**config.mk**
```make
export PLATFORM = sky130hd
export DESIGN_NAME = utf8_line_edit_buffer
export DESIGN_NICKNAME = d
export VERILOG_FILES = /design/src/sv/ule_pkg.sv /design/src/sv/utf8_line_edit_buffer.sv /design/src/sv/ule_byte_ram.sv /design/src/sv/ule_utf8_enc.sv /design/src/sv/ule_ctrl.sv
export SDC_FILE = /design/constraint.sdc
export NUM_CORES = 2
export LEC_CHECK = 0
export ABC_AREA = 1
export BUFFER_PORTS_ARGS = -buffer_cell sky130_fd_sc_hd__buf_2
export CAP_MARGIN = 5
export CORE_MARGIN = 1
export CORE_UTILIZATION = 30
export CTS_BUF_LIST = sky130_fd_sc_hd__clkbuf_16
export DETAILED_ROUTE_END_ITERATION = 12
export PLACE_DENSITY = 0.45
export SKIP_LAST_GASP = 1
export SYNTH_ARGS = -nofsm -noshare
export SYNTH_HDL_FRONTEND = slang
export SYNTH_SLANG_ARGS = --single-unit
```
**constraint.sdc**
```tcl
create_clock -name clk_i -period 8.7 [get_ports clk_i]
set_clock_uncertainty 0.05 [all_clocks]
set_input_delay 0.435 -clock clk_i [delete_from_list [all_inputs] [get_ports clk_i]]
set_output_delay 0.435 -clock clk_i [all_outputs]
set_load 0.02 [all_outputs]
```
**src/sv/ule_pkg.sv**
```systemverilog
`timescale 1ns / 1ps
`default_nettype none
// ----------------------------------------------------------------------------
// ule_pkg
// Shared types and constants of the UTF-8 line edit buffer.
// ----------------------------------------------------------------------------
package ule_pkg;

  // Width of the byte limit register and of the fit arithmetic
  localparam int unsigned LimitW = 9;

  // Reset value of the byte limit register
  localparam logic [LimitW-1:0] LimitReset = 9'd256;

  // Item operation codes
  typedef enum logic [1:0] {
    OP_APPEND = 2'd0,
    OP_DELETE = 2'd1,
    OP_READ   = 2'd2
  } ule_op_e;

  // Sequencer states
  typedef enum logic [2:0] {
    ST_IDLE,
    ST_APPEND,
    ST_DEL_CHECK,
    ST_READ_WAIT,
    ST_DONE
  } ule_state_e;

  // UTF-8 lead and continuation markers
  localparam logic [1:0] ContMark = 2'b10;
  localparam logic [2:0] Lead2    = 3'b110;
  localparam logic [3:0] Lead3    = 4'b1110;
  localparam logic [4:0] Lead4    = 5'b11110;

  // Length thresholds of the encoding
  localparam logic [20:0] Limit1 = 21'h00080;
  localparam logic [20:0] Limit2 = 21'h00800;
  localparam logic [20:0] Limit3 = 21'h10000;

  // One encoded code point: length and up to four bytes, lead first
  typedef struct packed {
    logic [2:0]      len;
    logic [3:0][7:0] bytes;
  } ule_enc_t;

  // Request from the sequencer to the byte store
  typedef struct packed {
    logic       wr_en;
    logic       rd_en;
    logic [7:0] wdata;
  } ule_mem_req_t;

endpackage : ule_pkg
`default_nettype wire

```
**src/sv/utf8_line_edit_buffer.sv**
```systemverilog
`timescale 1ns / 1ps
`default_nettype none
// ----------------------------------------------------------------------------
// utf8_line_edit_buffer
// Text entry line held as UTF-8 bytes with fill and character counters.
// ----------------------------------------------------------------------------
// One word at a time goes through a sequencer around a single-port byte
// store with registered read data. An append that is stored passes through
// ST_APPEND, one store write per encoded byte, then ST_DONE for the result
// load; a rejected append, a zero code point, a delete on an empty line or
// an unused opcode goes straight to ST_DONE; a read passes ST_READ_WAIT and
// a delete ST_DEL_CHECK, one store read per byte scanned back (1 to 4 for
// well-formed text), each then ST_DONE. The result word sits in an output
// register, so the next word is taken while it waits. The byte store is not
// cleared after reset; only bytes below the fill ever reach a result word.
// ----------------------------------------------------------------------------
module utf8_line_edit_buffer #(
  parameter int unsigned STORE_BYTES = 256
) (
  input  wire                          clk_i,
  input  wire                          rst_ni,
  // configuration
  input  wire                          cfg_valid_i,
  output logic                         cfg_ready_o,
  input  wire  [ule_pkg::LimitW-1:0]   cfg_data_i,
  // input words
  input  wire                          in_valid_i,
  output logic                         in_stall_o,
  input  wire  [1:0]                   in_opcode_i,
  input  wire  [20:0]                  in_code_point_i,
  input  wire  [7:0]                   in_read_index_i,
  // result words
  output logic                         out_valid_o,
  input  wire                          out_stall_i,
  output logic                         out_accepted_o,
  output logic [2:0]                   out_bytes_added_o,
  output logic [7:0]                   out_read_byte_o,
  output logic [7:0]                   out_byte_count_o,
  output logic [7:0]                   out_char_count_o
);
  import ule_pkg::*;

  localparam int unsigned AW = $clog2(STORE_BYTES);

  logic [LimitW-1:0] limit_q;
  ule_mem_req_t      mem_req;
  logic [AW-1:0]     mem_addr;
  logic [7:0]        mem_rdata;

  // Byte limit register, always writable
  assign cfg_ready_o = 1'b1;

  always_ff @(posedge clk_i or negedge rst_ni) begin
    if (!rst_ni) begin
      limit_q <= LimitReset;
    end else if (cfg_valid_i && cfg_ready_o) begin
      limit_q <= cfg_data_i;
    end
  end

  ule_ctrl #(
    .STORE_BYTES (STORE_BYTES),
    .AW          (AW)
  ) u_ctrl (
    .clk_i             (clk_i),
    .rst_ni            (rst_ni),
    .limit_i           (limit_q),
    .in_valid_i        (in_valid_i),
    .in_stall_o        (in_stall_o),
    .in_opcode_i       (in_opcode_i),
    .in_code_point_i   (in_code_point_i),
    .in_read_index_i   (in_read_index_i),
    .out_valid_o       (out_valid_o),
    .out_stall_i       (out_stall_i),
    .out_accepted_o    (out_accepted_o),
    .out_bytes_added_o (out_bytes_added_o),
    .out_read_byte_o   (out_read_byte_o),
    .out_byte_count_o  (out_byte_count_o),
    .out_char_count_o  (out_char_count_o),
    .mem_req_o         (mem_req),
    .mem_addr_o        (mem_addr),
    .mem_rdata_i       (mem_rdata)
  );

  ule_byte_ram #(
    .DEPTH (STORE_BYTES),
    .AW    (AW)
  ) u_ram (
    .clk_i   (clk_i),
    .req_i   (mem_req),
    .addr_i  (mem_addr),
    .rdata_o (mem_rdata)
  );

endmodule : utf8_line_edit_buffer
`default_nettype wire

```
**src/sv/ule_byte_ram.sv**
```systemverilog
`timescale 1ns / 1ps
`default_nettype none
// ----------------------------------------------------------------------------
// ule_byte_ram
// Single-port byte store with registered read data.
// ----------------------------------------------------------------------------
module ule_byte_ram #(
  parameter int unsigned DEPTH = 256,
  parameter int unsigned AW    = 8
) (
  input  wire                        clk_i,
  input  wire ule_pkg::ule_mem_req_t req_i,
  input  wire  [AW-1:0]              addr_i,
  output logic [7:0]                 rdata_o
);
  import ule_pkg::*;

  logic [7:0] mem [DEPTH];

  // Write on request, register the read word
  always_ff @(posedge clk_i) begin
    if (req_i.wr_en) begin
      mem[addr_i] <= req_i.wdata;
    end
    if (req_i.rd_en) begin
      rdata_o <= mem[addr_i];
    end
  end

endmodule : ule_byte_ram
`default_nettype wire

```
**src/sv/ule_utf8_enc.sv**
```systemverilog
`timescale 1ns / 1ps
`default_nettype none
// ----------------------------------------------------------------------------
// ule_utf8_enc
// Encodes one code point into 1 to 4 UTF-8 bytes by the length rule.
// ----------------------------------------------------------------------------
module ule_utf8_enc (
  input  wire  [20:0]         cp_i,
  output ule_pkg::ule_enc_t   enc_o
);
  import ule_pkg::*;

  // Pick length by range; no check on surrogates or out-of-range values
  always_comb begin
    enc_o.bytes = '0;
    priority if (cp_i < Limit1) begin
      enc_o.len      = 3'd1;
      enc_o.bytes[0] = cp_i[7:0];
    end else if (cp_i < Limit2) begin
      enc_o.len      = 3'd2;
      enc_o.bytes[0] = {Lead2, cp_i[10:6]};
      enc_o.bytes[1] = {ContMark, cp_i[5:0]};
    end else if (cp_i < Limit3) begin
      enc_o.len      = 3'd3;
      enc_o.bytes[0] = {Lead3, cp_i[15:12]};
      enc_o.bytes[1] = {ContMark, cp_i[11:6]};
      enc_o.bytes[2] = {ContMark, cp_i[5:0]};
    end else begin
      enc_o.len      = 3'd4;
      enc_o.bytes[0] = {Lead4, cp_i[20:18]};
      enc_o.bytes[1] = {ContMark, cp_i[17:12]};
      enc_o.bytes[2] = {ContMark, cp_i[11:6]};
      enc_o.bytes[3] = {ContMark, cp_i[5:0]};
    end
  end

endmodule : ule_utf8_enc
`default_nettype wire

```
**src/sv/ule_ctrl.sv**
```systemverilog
`timescale 1ns / 1ps
`default_nettype none
// ----------------------------------------------------------------------------
// ule_ctrl
// Item sequencer: fit check, byte writes, backward delete scan, byte reads,
// fill and character counters and the result register.
// ----------------------------------------------------------------------------
module ule_ctrl #(
  parameter int unsigned STORE_BYTES = 256,
  parameter int unsigned AW          = 8
) (
  input  wire                          clk_i,
  input  wire                          rst_ni,
  input  wire  [ule_pkg::LimitW-1:0]   limit_i,
  // input words
  input  wire                          in_valid_i,
  output logic                         in_stall_o,
  input  wire  [1:0]                   in_opcode_i,
  input  wire  [20:0]                  in_code_point_i,
  input  wire  [7:0]                   in_read_index_i,
  // result words
  output logic                         out_valid_o,
  input  wire                          out_stall_i,
  output logic                         out_accepted_o,
  output logic [2:0]                   out_bytes_added_o,
  output logic [7:0]                   out_read_byte_o,
  output logic [7:0]                   out_byte_count_o,
  output logic [7:0]                   out_char_count_o,
  // byte store
  output ule_pkg::ule_mem_req_t        mem_req_o,
  output logic [AW-1:0]                mem_addr_o,
  input  wire  [7:0]                   mem_rdata_i
);
  import ule_pkg::*;

  localparam int unsigned Cap = (STORE_BYTES < 256) ? STORE_BYTES : 256;

  // Map a 9-bit byte position onto the store address
  function automatic logic [AW-1:0] to_addr(input logic [LimitW-1:0] pos);
    logic [AW+LimitW-1:0] wide;
    wide = {{AW{1'b0}}, pos};
    return wide[AW-1:0];
  endfunction

  ule_state_e  state_q, state_d;
  ule_enc_t    enc_in, enc_q, enc_d;
  logic [7:0]  idx_q, idx_d;
  logic [1:0]  k_q, k_d;
  logic [7:0]  p_q, p_d;
  logic [7:0]  fill_q, fill_d;
  logic [7:0]  chars_q, chars_d;
  logic        acc_q, acc_d;
  logic [2:0]  added_q, added_d;
  logic [7:0]  rdb_q, rdb_d;
  logic        out_valid_q, out_valid_d;
  logic        out_acc_q;
  logic [2:0]  out_added_q;
  logic [7:0]  out_rdb_q, out_fill_q, out_chars_q;

  logic              in_accept;
  logic              load;
  logic              fits;
  logic              last_byte;
  logic              is_cont;
  logic [LimitW-1:0] lim;
  logic [LimitW-1:0] fill9;
  ule_op_e           op_in;

  ule_utf8_enc u_enc (
    .cp_i  (in_code_point_i),
    .enc_o (enc_in)
  );

  // Decode handshake and shared conditions
  assign in_stall_o = (state_q != ST_IDLE);
  assign in_accept  = in_valid_i && !in_stall_o;
  assign load       = (state_q == ST_DONE) && (!out_valid_q || !out_stall_i);
  assign op_in      = ule_op_e'(in_opcode_i);
  assign fill9      = {1'b0, fill_q};
  assign lim        = (limit_i > LimitW'(Cap)) ? LimitW'(Cap) : limit_i;
  assign fits       = (fill9 + LimitW'(enc_in.len)) < lim;
  assign last_byte  = ({1'b0, k_q} == (enc_q.len - 3'd1));
  assign is_cont    = (mem_rdata_i[7:6] == ContMark);

  // Next state
  always_comb begin
    state_d = state_q;
    unique case (state_q)
      ST_IDLE: begin
        if (in_accept) begin
          unique case (op_in)
            OP_APPEND: state_d = (fits && (in_code_point_i != '0)) ? ST_APPEND : ST_DONE;
            OP_DELETE: state_d = (fill_q != '0) ? ST_DEL_CHECK : ST_DONE;
            OP_READ:   state_d = ST_READ_WAIT;
            default:   state_d = ST_DONE;
          endcase
        end
      end
      ST_APPEND:    if (last_byte) state_d = ST_DONE;
      ST_DEL_CHECK: if (!is_cont || (p_q == 8'd1)) state_d = ST_DONE;
      ST_READ_WAIT: state_d = ST_DONE;
      ST_DONE:      if (load) state_d = ST_IDLE;
      default:      state_d = ST_IDLE;
    endcase
  end

  // Datapath and store requests
  always_comb begin
    enc_d           = enc_q;
    idx_d           = idx_q;
    k_d             = k_q;
    p_d             = p_q;
    fill_d          = fill_q;
    chars_d         = chars_q;
    acc_d           = acc_q;
    added_d         = added_q;
    rdb_d           = rdb_q;
    mem_req_o       = '0;
    mem_addr_o      = '0;
    unique case (state_q)
      ST_IDLE: begin
        if (in_accept) begin
          acc_d   = 1'b0;
          added_d = '0;
          rdb_d   = '0;
          k_d     = '0;
          p_d     = fill_q;
          idx_d   = in_read_index_i;
          enc_d   = enc_in;
          unique case (op_in)
            OP_APPEND: acc_d = fits;
            OP_DELETE: begin
              // fetch the last byte ahead of the scan
              mem_req_o.rd_en = (fill_q != '0);
              mem_addr_o      = to_addr(fill9 - 9'd1);
            end
            OP_READ: begin
              mem_req_o.rd_en = 1'b1;
              mem_addr_o      = to_addr({1'b0, in_read_index_i});
            end
            default: ;
          endcase
        end
      end
      ST_APPEND: begin
        // write one encoded byte per cycle, commit counts on the last
        mem_req_o.wr_en = 1'b1;
        mem_req_o.wdata = enc_q.bytes[k_q];
        mem_addr_o      = to_addr(fill9 + {7'd0, k_q});
        k_d             = k_q + 2'd1;
        if (last_byte) begin
          fill_d  = 8'(fill9 + LimitW'(enc_q.len));
          chars_d = chars_q + 8'd1;
          added_d = enc_q.len;
        end
      end
      ST_DEL_CHECK: begin
        if (is_cont) begin
          // drop the continuation byte and fetch the one before it
          p_d = p_q - 8'd1;
          if (p_q == 8'd1) begin
            fill_d = '0;
          end else begin
            mem_req_o.rd_en = 1'b1;
            mem_addr_o      = to_addr({1'b0, p_q - 8'd2});
          end
        end else begin
          fill_d  = p_q - 8'd1;
          chars_d = (chars_q != '0) ? (chars_q - 8'd1) : '0;
          acc_d   = 1'b1;
        end
      end
      ST_READ_WAIT: begin
        rdb_d = (idx_q < fill_q) ? mem_rdata_i : '0;
      end
      ST_DONE: ;
      default: ;
    endcase
  end

  // Hold the result word until taken
  always_comb begin
    out_valid_d = out_valid_q;
    if (load) begin
      out_valid_d = 1'b1;
    end else if (out_valid_q && !out_stall_i) begin
      out_valid_d = 1'b0;
    end
  end

  // Control registers
  always_ff @(posedge clk_i or negedge rst_ni) begin
    if (!rst_ni) begin
      state_q     <= ST_IDLE;
      fill_q      <= '0;
      chars_q     <= '0;
      out_valid_q <= 1'b0;
    end else begin
      state_q     <= state_d;
      fill_q      <= fill_d;
      chars_q     <= chars_d;
      out_valid_q <= out_valid_d;
    end
  end

  // Payload registers
  always_ff @(posedge clk_i) begin
    enc_q   <= enc_d;
    idx_q   <= idx_d;
    k_q     <= k_d;
    p_q     <= p_d;
    acc_q   <= acc_d;
    added_q <= added_d;
    rdb_q   <= rdb_d;
    if (load) begin
      out_acc_q   <= acc_q;
      out_added_q <= added_q;
      out_rdb_q   <= rdb_q;
      out_fill_q  <= fill_q;
      out_chars_q <= chars_q;
    end
  end

  assign out_valid_o       = out_valid_q;
  assign out_accepted_o    = out_acc_q;
  assign out_bytes_added_o = out_added_q;
  assign out_read_byte_o   = out_rdb_q;
  assign out_byte_count_o  = out_fill_q;
  assign out_char_count_o  = out_chars_q;

endmodule : ule_ctrl
`default_nettype wire

```
==> flow_summary_export.csv <==
group,metric,value,unit
clock_network,cts_tree,"done",
sta,drv_slew,0,
layout,fillers,31600,
worst_setup_path,startpoint_type,"input pin",
clock_network,htree_num_levels,4,
logic_synthesis,synth-compound-area-share,0.0156,
worst_setup_path,cp_common_cell,"nor2_1",
layout,area_delta_synth_final,13.1,%
sta,rsz0062_at_grt,"no",
logic_synthesis,muxShareOfSynthArea,0,
place,finalWeightedCongestion,0.825,
worst_setup_path,cp_slowest_cell,"dlygate4sd3_1",
layout,largest_reg_flops,2048,
detailed_routing,wl,298000,um
worst_setup_path,cp_slowest_stage_delay,590,ps
clock_network,clk_pin_slew_worst_paths,70,ps
worst_setup_path,crit_type,"in2reg",
clock_network,cts_buffers,239,
die,top_level_ports,76,
grt,grt_max_degree,171,
clock_network,postCtsHoldBufs,69,
worst_setup_path,r2r_slack,3300,ps
logic_synthesis,syn_avg_cell_area,10.3,um^2
grt,grt_pass1_vias,62700,
logic_synthesis,yosys_warnings,0,
power_and_ir_drop,power.share.clock,0.276,
power_and_ir_drop,power.switching,13.7,mW
sta,relSlewSlack,0.225,
worst_hold_path,hold_class,"in2async",
detailed_routing,vias_per_cell,4.79,
layout,top_regs,"u_ram.mem x2048, u_ctrl.enc_q x32, limit_q x9",
clock_network,cts.sinks,2175,
place,dpl.hpwl,163000,um
grt,grt-ovfl-total,0,
detailed_routing,drc_errors,0,
logic_synthesis,synth_xor_area_frac,0.00158,
layout,top_register,"u_ram.mem",
power_and_ir_drop,power.internal,20.8,mW
outcome,status,"finished, final reports clean",
die,num_rows,205,
power_and_ir_drop,swShare,0.397,
die,start_util,0.302,
sta,fin_tns_setup,0,ps
clock_network,cts_root_buf,"clkbuf_16",
logic_synthesis,synth_seq_cells,2175,
detailed_routing,final_antenna_net_count,0,
sta,whs,81.9,ps
clock_network,ctsResizeCount,0,
worst_setup_path,worstPathMaxFanout,13,
clock_network,ctsLongestPathBuffers,4,
die,die_area,316000,um^2
sta,max_freq,151,MHz
layout,num-nets-final,9231,
logic_synthesis,ys_seq_area_frac,0.692,
logic_synthesis,synth_fa_ha_area_frac,0.00529,
logic_synthesis,syn_inst,9172,
power_and_ir_drop,seq_power_share,0.374,
die,die_w,562,um
worst_setup_path,critPathRequiredTime,9500,ps
clock_network,cts_setup_buffers,0,
sta,finalCritPeriodShare,0.760,
sta,worstMarginPinSlew,1160,ps
detailed_routing,vias,64600,
power_and_ir_drop,peakVddDrop,0.266,mV
sta,setup_violations,0,
power_and_ir_drop,leakage,42.2,nW
worst_setup_path,endpoint_kind,"flop",
detailed_routing,wl_per_cell,22.1,um
logic_synthesis,syn_area,94100,um^2
logic_synthesis,synth_cell_types,49,
die,die_height,562,um
detailed_routing,first_pass_iters,6,
detailed_routing,drtIter0Drc,5879,
layout,seq_area,65200,um^2
place,portBuffers,74,
grt,antenna_found_initial,17,
logic_synthesis,yosys.area_share.simple,0.252,
logic_synthesis,synth_top_family_by_area,"simple AND/OR/NAND/NOR gates",
layout,multi_input_area,26100,um^2
clock_network,insertion_delay,910,ps
grt,grt_pass1_wl,436000,um
worst_setup_path,cp.arrival,7410,ps
grt,gr-usage-all-layers,0.185,
layout,drive_gt1_frac,0.0601,
power_and_ir_drop,combPwrFrac,0.350,
layout,fin_util,0.341,
sta,fin_crit,6610,ps
die,core_area,312000,um^2
logic_synthesis,syn_nets,9255,
power_and_ir_drop,power_density,325,nW/um^2
flow_run,cap_violations,0,
sta,hold_viol_final,0,
==> layout make-up <==
| class | count | area share |
|---|---|---|
| repair buffers | 261 | 0.0212 |
| flip-flops and latches | 2175 | 0.612 |
| well taps | 4140 | 0.0487 |
| multi-input cells | 6330 | 0.245 |
| diodes | 2 | 0.0000470 |
| inverters | 141 | 0.00509 |
| clock buffers | 243 | 0.0571 |
| clock inverters | 183 | 0.0105 |
==> power groups by stage <==
stage	registers, mW	logic [mW]	clock network (mW)
2_1_floorplan	13.6	7.29	0
3_3_place_gp	13.2	12.2	0
3_5_place_dp	13.2	12.2	0
4_1_cts	12.9	12.2	9.74
5_1_grt	13.0	13.3	10.1
6_report	13.0	12.1	9.54
==> through the flow <==
step / setup WS, ps / total power, mW / area (um^2) / cells
2_1_floorplan: -923 / 20.9 / 94100 / 9172
3_3_place_gp: 2580 / 25.4 / 98500 / 13000
3_5_place_dp: 2700 / 25.3 / 98500 / 13000
4_1_cts: 2190 / 34.9 / 106000 / 13500
5_1_grt: 1420 / 36.4 / 106000 / 13500
6_report: 2090 / 34.6 / 106000 / 13500
==> path summary, 6_finish.rpt <==
check | end | cells after the start | from
setup / recovery | u_ctrl.state_q[0] | 29 | in_code_point_i[20]
hold / removal | u_ctrl.fill_q[4] | 2 | rst_ni
setup reg to reg | u_ram.rdata_o[7] | 14 | u_ctrl.k_q[0]
hold reg to reg | u_ctrl.out_read_byte_o[3] | 0 | u_ctrl.rdb_q[3]
max in group asynchronous | u_ctrl.chars_q[0] | 2 | rst_ni
min in group clk_i | u_ctrl.idx_q[6] | 2 | in_read_index_i[6]
==> cells by family after synthesis <==
logic type / count (synthesis)
AOI/OAI and AO/OA: 280
other: 1
DFF: 2175
buffers and inverters: 667
adders and majority gates: 38
and+or+nand+nor: 5994
xor gates and xnor gates: 17
==> layer usage <==
metal,global-route usage,part of all wire
met1,0.258,0.45
met2,0.300,0.46
met3,0.0267,0.060
met4,0.0493,0.025
met5,0,0
==> worst max-delay path, delay by kind of cell <==
kind	cells	cell delay, ps
XOR/XNOR	1	150
AO/OA/AOI/OAI	5	600
AND/OR/NAND/NOR	12	2990
adder cells (fa/ha/maj)	3	710
buffers and inverters	8	2530
==> layout by cell type (no fill, tap or decap), types with 5 or more instances in the layout <==
cell	netlist	final
buf_12	0	25
nor2_2	6	5
dfrtp_1	28	28
nor4_1	5	5
dlygate4sd3_1	0	69
o22ai_1	6	6
nand2_4	0	10
nor2_1	482	478
inv_2	13	11
bufinv_16	0	11
nand3_1	272	272
nand2_1	4925	4907
nand4_1	274	274
o21ai_1	62	63
clkbuf_16	0	243
edfxtp_1	2146	2146
buf_4	28	93
nor3_1	5	5
o211ai_1	7	7
xor2_1	16	16
inv_1	122	191
clkinv_2	0	28
o21ai_0	136	135
buf_2	335	74
ha_1	35	35
clkinvlp_4	0	6
nor2_4	2	7
nand2_2	4	11
a31oi_1	6	6
clkinv_1	6	65
a21oi_1	50	42
a21oi_4	0	8
==> synthesized netlist by cell type (all sizes together) <==
cell type / number / share of area
a211oi: 2 / 0.00016
xnor2: 1 / 0.000093
o22ai: 6 / 0.00040
o221ai: 1 / 0.000093
edfxtp: 2146 / 0.68
dfstp: 1 / 0.00028
fa: 3 / 0.00064
nor3: 12 / 0.0012
nand3b: 1 / 0.000080
nor3b: 1 / 0.000080
a21o: 1 / 0.000080
clkinv: 6 / 0.00024
xor2: 16 / 0.0015
o21a: 3 / 0.00024
a22oi: 2 / 0.00016
nand3: 277 / 0.015
ha: 35 / 0.0047
nand2: 4929 / 0.20
conb: 1 / 0.000040
nor2: 490 / 0.020
o2111ai: 1 / 0.000093
a21oi: 50 / 0.0027
clkbuf: 133 / 0.0053
o22a: 1 / 0.000093
buf: 393 / 0.022
or2: 3 / 0.00020
o32ai: 2 / 0.00019
and2: 2 / 0.00013
nand4: 274 / 0.018
o211ai: 7 / 0.00056
nor4: 5 / 0.00033
o21ai: 198 / 0.011
a31oi: 6 / 0.00040
dfrtp: 28 / 0.0074
inv: 135 / 0.0054
(Power assumes the default switching activity.)
